### config.mk
export PLATFORM = sky130hd
export DESIGN_NAME = capacitive_touch_key_detector_core
export DESIGN_NICKNAME = d
export VERILOG_FILES = /design/src/rtl/core/ctkd_pkg.sv /design/src/rtl/core/capacitive_touch_key_detector_core.sv /design/src/rtl/core/ctkd_ram.sv
export SDC_FILE = /design/constraint.sdc
export NUM_CORES = 2
export LEC_CHECK = 0
export BUFFER_PORTS_ARGS = -buffer_cell sky130_fd_sc_hd__buf_2
export CAP_MARGIN = 5
export CORE_MARGIN = 1
export CORE_UTILIZATION = 55
export CTS_CLUSTER_SIZE = 30
export DETAILED_ROUTE_END_ITERATION = 12
export PLACE_DENSITY = 0.72
export SETUP_SLACK_MARGIN = 0.02
export SLEW_MARGIN = 20
export SYNTH_ARGS = -nofsm -noshare
export SYNTH_HDL_FRONTEND = slang
export SYNTH_SLANG_ARGS = --single-unit
export TNS_END_PERCENT = 5
### constraint.sdc
create_clock -name clock -period 16.39 [get_ports clock]
set_input_delay 2.4585 -clock clock [delete_from_list [all_inputs] [get_ports clock]]
set_output_delay 2.4585 -clock clock [all_outputs]
set_load 0.01 [all_outputs]
### src/rtl/core/ctkd_pkg.sv
package ctkd_pkg;

   localparam int SampleW  = 16;
   localparam int FracW    = 16;
   localparam int AvgW     = SampleW + FracW;
   localparam int ThrW     = 16;
   localparam int AlphaW   = 17;
   localparam int KeyW     = 5;
   localparam int CsrIdxW  = 2;
   localparam int CsrDataW = 17;

   localparam logic [AlphaW-1:0] AlphaOne = AlphaW'(65536);

   localparam logic [ThrW-1:0]   ThresholdReset = ThrW'(50);
   localparam logic [ThrW-1:0]   DeadZoneReset  = ThrW'(20);
   localparam logic [AlphaW-1:0] AlphaReset     = AlphaW'(6554);

   typedef enum logic [1:0] {
      OP_UPDATE    = 2'd0,
      OP_CALIBRATE = 2'd1,
      OP_CLEAR     = 2'd2
   } opcode_type;

   typedef enum logic [1:0] {
      ST_RELEASED = 2'd0,
      ST_SINGLE   = 2'd1,
      ST_DOUBLE   = 2'd2
   } key_state_type;

   typedef enum logic [CsrIdxW-1:0] {
      CSR_THRESHOLD = 2'd0,
      CSR_DEAD_ZONE = 2'd1,
      CSR_ALPHA     = 2'd2
   } csr_index_type;

   typedef struct packed {
      logic [SampleW-1:0] baseline;
      logic [AvgW-1:0]    average;
      key_state_type      state;
   } key_entry_type;

endpackage

### src/rtl/core/capacitive_touch_key_detector_core.sv
// Per-key capacitive touch qualifier with baseline and moving average.
// Request channel (req_valid/req_stall): opcode, key index and raw sample.
// Each accepted request beat yields exactly one response beat (rsp_valid/rsp_stall)
// with the key's touch state and the integer part of its average after the step.
// Config writes (csr_valid/csr_ready, csr_ready always high) set the threshold,
// dead zone and smoothing weight; write them only while the block is idle.
// Requests are registered in the compute stage, then in the response register.
// Throughput: one request per cycle unless stalled, also for same-key repeats;
// the key table is one RAM (registered read) and the previous write is bypassed.
// The single 18x33 multiply of the average update sets the critical path.
// Reset restores the default config and clears a valid bit per key, so every
// key reads as released with zero baseline and average; no clearing pass.
// A stalled response holds; req_stall rises only when the compute stage is full
// and the response register is stalled, so one beat can sit in each stage.
// Keys at or above NUM_KEYS change nothing and answer released / zero.
module capacitive_touch_key_detector_core #(
   parameter int NUM_KEYS = 32
) (
   input  logic                                clock,
   input  logic                                reset,
   input  logic                                req_valid,
   output logic                                req_stall,
   input  logic [1:0]                          req_opcode,
   input  logic [ctkd_pkg::KeyW-1:0]           req_key_index,
   input  logic [ctkd_pkg::SampleW-1:0]        req_raw_sample,
   output logic                                rsp_valid,
   input  logic                                rsp_stall,
   output logic [1:0]                          rsp_key_state,
   output logic [ctkd_pkg::SampleW-1:0]        rsp_average_level,
   input  logic                                csr_valid,
   output logic                                csr_ready,
   input  logic [ctkd_pkg::CsrIdxW-1:0]        csr_index,
   input  logic [ctkd_pkg::CsrDataW-1:0]       csr_wdata
);

   localparam int AddrW  = (NUM_KEYS > 1) ? $clog2(NUM_KEYS) : 1;
   localparam int EntryW = $bits(ctkd_pkg::key_entry_type);

   // config
   logic [ctkd_pkg::ThrW-1:0]   threshold_ff, threshold_in;
   logic [ctkd_pkg::ThrW-1:0]   dead_zone_ff, dead_zone_in;
   logic [ctkd_pkg::AlphaW-1:0] alpha_ff, alpha_in;

   // compute stage
   logic                          s1_valid_ff, s1_valid_in;
   logic [1:0]                    s1_op_ff;
   logic [AddrW-1:0]              s1_addr_ff;
   logic [ctkd_pkg::SampleW-1:0]  s1_sample_ff;
   logic                          s1_in_range_ff;
   logic                          byp_ff, byp_in;
   ctkd_pkg::key_entry_type       last_wr_ff;
   logic [NUM_KEYS-1:0]           entry_valid_ff, entry_valid_in;

   // response register
   logic                          rsp_valid_ff, rsp_valid_in;
   ctkd_pkg::key_state_type       rsp_state_ff;
   logic [ctkd_pkg::SampleW-1:0]  rsp_level_ff;

   logic                          accept;
   logic                          s1_go;
   logic                          wr_en;
   logic [8:0]                    key_wide;
   logic                          key_in_range;
   logic [AddrW-1:0]              rd_addr;
   logic [EntryW-1:0]             rd_data;
   ctkd_pkg::key_entry_type       ram_entry;
   ctkd_pkg::key_entry_type       cur;
   ctkd_pkg::key_entry_type       nxt;

   logic [ctkd_pkg::AlphaW-1:0]   alpha_eff;
   logic [ctkd_pkg::AvgW-1:0]     s_fx;
   logic signed [ctkd_pkg::AvgW:0]     diff;
   logic signed [ctkd_pkg::AvgW+18:0]  prod;
   logic signed [ctkd_pkg::AvgW+1:0]   step;
   logic signed [ctkd_pkg::AvgW+1:0]   ema_wide;
   logic [ctkd_pkg::AvgW-1:0]     ema;
   logic signed [ctkd_pkg::SampleW+1:0] rise;
   logic                          in_dead_zone;
   logic [ctkd_pkg::AvgW:0]       touch_limit;
   logic                          touched;

   assign csr_ready = 1'b1;

   assign s1_go     = s1_valid_ff && !(rsp_valid_ff && rsp_stall);
   assign req_stall = s1_valid_ff && rsp_valid_ff && rsp_stall;
   assign accept    = req_valid && !req_stall;
   assign wr_en     = s1_go && s1_in_range_ff;

   assign key_wide     = {4'b0000, req_key_index};
   assign key_in_range = key_wide < 9'(NUM_KEYS);
   assign rd_addr      = key_wide[AddrW-1:0];

   ctkd_ram #(
      .WIDTH (EntryW),
      .DEPTH (NUM_KEYS)
   ) u_ram (
      .clock   (clock),
      .wr_en   (wr_en),
      .wr_addr (s1_addr_ff),
      .wr_data (nxt),
      .rd_en   (accept),
      .rd_addr (rd_addr),
      .rd_data (rd_data)
   );

   assign ram_entry = rd_data;

   // previous write bypasses the RAM; entries never written read as reset
   always_comb begin
      if (byp_ff) begin
         cur = last_wr_ff;
      end else if (entry_valid_ff[s1_addr_ff]) begin
         cur = ram_entry;
      end else begin
         cur = '0;
      end
   end

   // average update: avg + floor(alpha * (S - avg) / 2^16)
   assign alpha_eff = (alpha_ff > ctkd_pkg::AlphaOne) ? ctkd_pkg::AlphaOne : alpha_ff;
   assign s_fx      = {s1_sample_ff, {ctkd_pkg::FracW{1'b0}}};
   assign diff      = $signed({1'b0, s_fx}) - $signed({1'b0, cur.average});
   assign prod      = $signed({1'b0, alpha_eff}) * diff;
   assign step      = prod[ctkd_pkg::AvgW+17:ctkd_pkg::FracW];
   assign ema_wide  = $signed({2'b00, cur.average}) + step;
   assign ema       = ema_wide[ctkd_pkg::AvgW-1:0];

   assign rise = $signed({2'b00, s1_sample_ff}) - $signed({2'b00, cur.baseline});
   assign in_dead_zone = rise < $signed({2'b00, dead_zone_ff});
   assign touch_limit  = {1'b0, cur.average}
                       + {1'b0, threshold_ff, {ctkd_pkg::FracW{1'b0}}};
   assign touched      = {1'b0, s_fx} > touch_limit;

   always_comb begin
      nxt = cur;
      case (s1_op_ff)
         ctkd_pkg::OP_CLEAR: begin
            nxt = '0;
         end
         ctkd_pkg::OP_CALIBRATE: begin
            if (s1_sample_ff > cur.baseline) begin
               nxt.baseline = s1_sample_ff;
            end
            nxt.average = {nxt.baseline, {ctkd_pkg::FracW{1'b0}}};
            nxt.state   = ctkd_pkg::ST_RELEASED;
         end
         ctkd_pkg::OP_UPDATE: begin
            if (in_dead_zone) begin
               // a touched key snaps back to its baseline on release
               if (cur.state != ctkd_pkg::ST_RELEASED) begin
                  nxt.average = {cur.baseline, {ctkd_pkg::FracW{1'b0}}};
               end else begin
                  nxt.average = ema;
               end
               nxt.state = ctkd_pkg::ST_RELEASED;
            end else if (touched) begin
               nxt.average = s_fx;
               nxt.state   = (cur.state == ctkd_pkg::ST_RELEASED) ?
                             ctkd_pkg::ST_SINGLE : ctkd_pkg::ST_DOUBLE;
            end else begin
               nxt.average = ema;
            end
         end
         default: begin
            nxt = cur;
         end
      endcase
   end

   always_comb begin
      threshold_in = threshold_ff;
      dead_zone_in = dead_zone_ff;
      alpha_in     = alpha_ff;
      if (csr_valid && csr_ready) begin
         case (csr_index)
            ctkd_pkg::CSR_THRESHOLD: threshold_in = csr_wdata[ctkd_pkg::ThrW-1:0];
            ctkd_pkg::CSR_DEAD_ZONE: dead_zone_in = csr_wdata[ctkd_pkg::ThrW-1:0];
            ctkd_pkg::CSR_ALPHA:     alpha_in     = csr_wdata[ctkd_pkg::AlphaW-1:0];
            default: ;
         endcase
      end
   end

   always_comb begin
      s1_valid_in = accept ? 1'b1 : (s1_go ? 1'b0 : s1_valid_ff);
      // the beat in the compute stage writes this key at the same edge
      byp_in      = s1_valid_ff && s1_in_range_ff && (s1_addr_ff == rd_addr);
      rsp_valid_in = s1_go || (rsp_valid_ff && rsp_stall);
      entry_valid_in = entry_valid_ff;
      if (wr_en) begin
         entry_valid_in[s1_addr_ff] = 1'b1;
      end
   end

   always_ff @(posedge clock) begin
      if (reset) begin
         threshold_ff   <= ctkd_pkg::ThresholdReset;
         dead_zone_ff   <= ctkd_pkg::DeadZoneReset;
         alpha_ff       <= ctkd_pkg::AlphaReset;
         s1_valid_ff    <= 1'b0;
         byp_ff         <= 1'b0;
         rsp_valid_ff   <= 1'b0;
         entry_valid_ff <= '0;
      end else begin
         threshold_ff   <= threshold_in;
         dead_zone_ff   <= dead_zone_in;
         alpha_ff       <= alpha_in;
         s1_valid_ff    <= s1_valid_in;
         if (accept) begin
            byp_ff <= byp_in;
         end
         rsp_valid_ff   <= rsp_valid_in;
         entry_valid_ff <= entry_valid_in;
      end
   end

   always_ff @(posedge clock) begin
      if (accept) begin
         s1_op_ff       <= req_opcode;
         s1_addr_ff     <= rd_addr;
         s1_sample_ff   <= req_raw_sample;
         s1_in_range_ff <= key_in_range;
      end
      if (wr_en) begin
         last_wr_ff <= nxt;
      end
      if (s1_go) begin
         if (s1_in_range_ff) begin
            rsp_state_ff <= nxt.state;
            rsp_level_ff <= nxt.average[ctkd_pkg::AvgW-1:ctkd_pkg::FracW];
         end else begin
            rsp_state_ff <= ctkd_pkg::ST_RELEASED;
            rsp_level_ff <= '0;
         end
      end
   end

   assign rsp_valid         = rsp_valid_ff;
   assign rsp_key_state     = rsp_state_ff;
   assign rsp_average_level = rsp_level_ff;

endmodule

### src/rtl/core/ctkd_ram.sv
module ctkd_ram #(
   parameter int WIDTH = 50,
   parameter int DEPTH = 32,
   localparam int ADDR_BITS = (DEPTH > 1) ? $clog2(DEPTH) : 1
) (
   input  logic                 clock,
   input  logic                 wr_en,
   input  logic [ADDR_BITS-1:0] wr_addr,
   input  logic [WIDTH-1:0]     wr_data,
   input  logic                 rd_en,
   input  logic [ADDR_BITS-1:0] rd_addr,
   output logic [WIDTH-1:0]     rd_data
);

   logic [WIDTH-1:0] mem_ff [DEPTH];
   logic [WIDTH-1:0] rd_data_ff;

   always_ff @(posedge clock) begin
      if (wr_en) begin
         mem_ff[wr_addr] <= wr_data;
      end
      if (rd_en) begin
         rd_data_ff <= mem_ff[rd_addr];
      end
   end

   assign rd_data = rd_data_ff;

endmodule

==> key figures <==
Clocking
  • CTS sink cnt: 1807
  • Clk root buf: clkbuf_16
  • Clk slew on worst S/H paths: 0.06 ns
  • Clk_lat worst skew: 0.83 ns
  • H-tree Lvls: 4
  • PostCTS Resize Cnt: 0
  • # hold bufs at CTS: 0
  • CTS tree: built
  • Post-CTS setup buffer count: 0
  • Num CTS Buffers: 167
  • Max Buffers Root-to-Sink: 3

Placement
  • Buffers on Ports: 66
  • Placer congestion estimate: 0.9617
  • Post-place setup slack: 0.8185 ns
  • Post-DP HPWL: 153400 um
  • # placed instances: 8225
  • Placement Cell Area: 96610 sq um

Synth
  • FF+latch count, synth: 1807
  • Post-synthesis cell area: 92890 sq um
  • Mapped Cells: 6076
  • Synth top area share: 55.70%
  • Number of flops mapped to enable cells by yosys: 1723
  • Main area contributors after synthesis: edfxtp_1 (56%), mux4_2 (12%), fa_1 (11%)
  • FFs w/ async S/R, synth: 0%
  • Post-synthesis cell type count: 105
  • Mean Syn Cell Area: 15.29 sq um
  • YS warnings: 0
  • Synthesized Nets: 6845
  • Post-synth top flop: edfxtp_1
  • Post-synthesis sequential area ratio: 57.51%
  • Synth area leader: edfxtp_1

Pwr
  • Overall power: 18.31 mW
  • PwrDens: 179.2 nW/um^2
  • P_leak: 37.29 nW
  • Peak VDD IR: 0.0002707 V

Floorplanning
  • I/O Pins: 68
  • Core Rows: 150
  • Die Ht: 413.0 um
  • Die W: 413.0 um
  • Starting Density: 55.49%
  • Core area: 167400 sq um
  • Die area: 170500 sq um

GRT
  • Total GRT Usage: 30.04%
  • GRT overflow: 0
  • Largest net degree at the start of global routing: 152
  • Vias in the first global route: 54940
  • Initial antenna violation count: 8
  • First-pass GRT wire length: 367800 um

Timing
  • Worst slew margin: 18.80%
  • Minimum clock period: 15.44 ns
  • Worst hold slack: 0.4612 ns
  • Worst Skew: 0.03726 ns
  • Final period utilization: 94.19%
  • Final Max Tran Viols: 0
  • Final hold vios: 0
  • Setup TNS after final layout: 0 ns
  • Slew @ Worst Pin: 1.218 ns
  • Worst setup margin: 0.9518 ns
  • Fmax: 0.06477 GHz
  • Setup-failing EPs final: 0
  • Unrepaired setup endpoints after global routing: false

Cells and area
  • Final net count: 6961
  • Layout area overhead: 9.969%
  • Final non-filler cell total: 8533
  • Most frequent cells in the layout: edfxtp_1 (1723), inv_1 (715), nand2_1 (548)
  • Layout Utilization: 61.02%
  • Commonest non-fill, non-tap cell in the layout: edfxtp_1
  • Layout cell share with drive strength beyond 1: 18.51%
  • FILL cells: 12060
  • Design area: 102200 sq um

Setup path
  • CP peak stage delay: 1.05 ns
  • Worst Path Required: 16.89 ns
  • Crit. End Element: register
  • CP Class: register to register
  • CP most frequent cell: fa_1
  • Crit start category: register
  • Critical-path maximum fanout: 33
  • WP data arrival: 15.94 ns
  • CP max-delay cell: edfxtp_1

Outcome
  • Status: finished clean

Detailed routing
  • Final ANT Viol Nets: 0
  • Final Routed Wirelength: 251400 um
  • Post-DR wirelength/cell: 29.46 um
  • DR iter-0 viols: 6545
  • DRC viols: 0
  • Vias per cell: 6.371
  • TritonRoute pass-1 iters: 6
  • Vias: 54360

Flow run
  • Max-Cap Viols: 0

Hold path
  • Min-Delay Path Class: register to register
==> worst max-delay path, delay by kind of cell, from the launching register on <==
| kind | cells | cell delay (ns) |
|---|---|---|
| xor+xnor | 3 | 1.13 |
| compound gates | 21 | 5.30 |
| flops | 1 | 1.05 |
| simple gates | 10 | 2.10 |
| buf+inv | 7 | 1.02 |
| mux | 2 | 0.43 |
| fa+ha+maj | 9 | 4.03 |
==> cell type report <==
type | instances | area [sq um] | area share, %
Antenna cell | 1 | 2.502 | 0.002450
Clock buffer | 200 | 4303 | 4.212
Clock inverter | 105 | 1125 | 1.101
Inverter | 720 | 2705 | 2.648
Multi-Input combinational cell | 3265 | 36200 | 35.44
Sequential cell | 1807 | 53430 | 52.30
Tap cell | 2204 | 2758 | 2.700
Timing Repair Buffer | 231 | 1635 | 1.601
==> flip-flops by register name, indices dropped and copies added, names as in the netlist, 2 cells and up <==
name and cells:
u_ram.mem_ff 1600, u_ram.rd_data 50, last_wr_ff 48, entry_valid_ff 32, alpha_ff 17, dead_zone_ff 16
s1_sample_ff 16, threshold_ff 16, s1_addr_ff 5, rsp_key_state 2, s1_op_ff 2
==> logic make-up after synthesis <==
logic type / after synthesis / share of synthesized area (%)
multiplexers: 574 / 13.02
AO/OA/AOI/OAI: 531 / 3.848
adder cells (fa/ha/maj): 732 / 14.01
AND/OR/NAND/NOR: 1274 / 5.972
flip-flops: 1807 / 57.51
buffers and inverters: 1004 / 4.180
other: 1 / 0.004037
XOR/XNOR: 153 / 1.457
==> worst paths after layout <==
kind | to | cells after the start | start | slack, ns
worst min-delay path | dead_zone_ff[0]$_SDFFE_PP0P_ | 2 | dead_zone_ff[0]$_SDFFE_PP0P_ | 0.46
worst min register to register | dead_zone_ff[0]$_SDFFE_PP0P_ | 2 | dead_zone_ff[0]$_SDFFE_PP0P_ | 0.46
worst max-delay path | u_ram.mem_ff[21][31]$_DFFE_PP_ | 52 | s1_addr_ff[0]$_DFFE_PP_ | 0.95
worst max register to register | u_ram.mem_ff[21][31]$_DFFE_PP_ | 52 | s1_addr_ff[0]$_DFFE_PP_ | 0.95
==> Yosys cell counts (52+ instances only) <==
cell type and count:
nand2_1 548, dfxtp_1 84, xnor2_1 103, fa_1 516
and2_1 55, inv_1 716, clkbuf_1 204, ha_1 206
mux2_2 52, o21ai_0 109, nor2_1 424, mux4_2 500
edfxtp_1 1723, a21oi_1 173
==> power breakdown <==
group / switching, mW / internal, mW / total, mW
sequential: 0.0705 / 5.86 / 5.93
combinational: 5.51 / 2.98 / 8.49
clock: 1.74 / 2.14 / 3.88
total: 7.32 / 11.0 / 18.3
==> metal layers <==
metal  wire length (um)  GRT usage (%)  up-vias  part of all wire, %
li1                   -              -    22230                    -
met1              94480          41.19    28260                   38
met2             120400          47.78     3287                   48
met3              27350          6.493      584                   11
met4               9126          10.75        4                  3.6
met5                 25              0        -               0.0099
(Power assumes the default switching activity.)
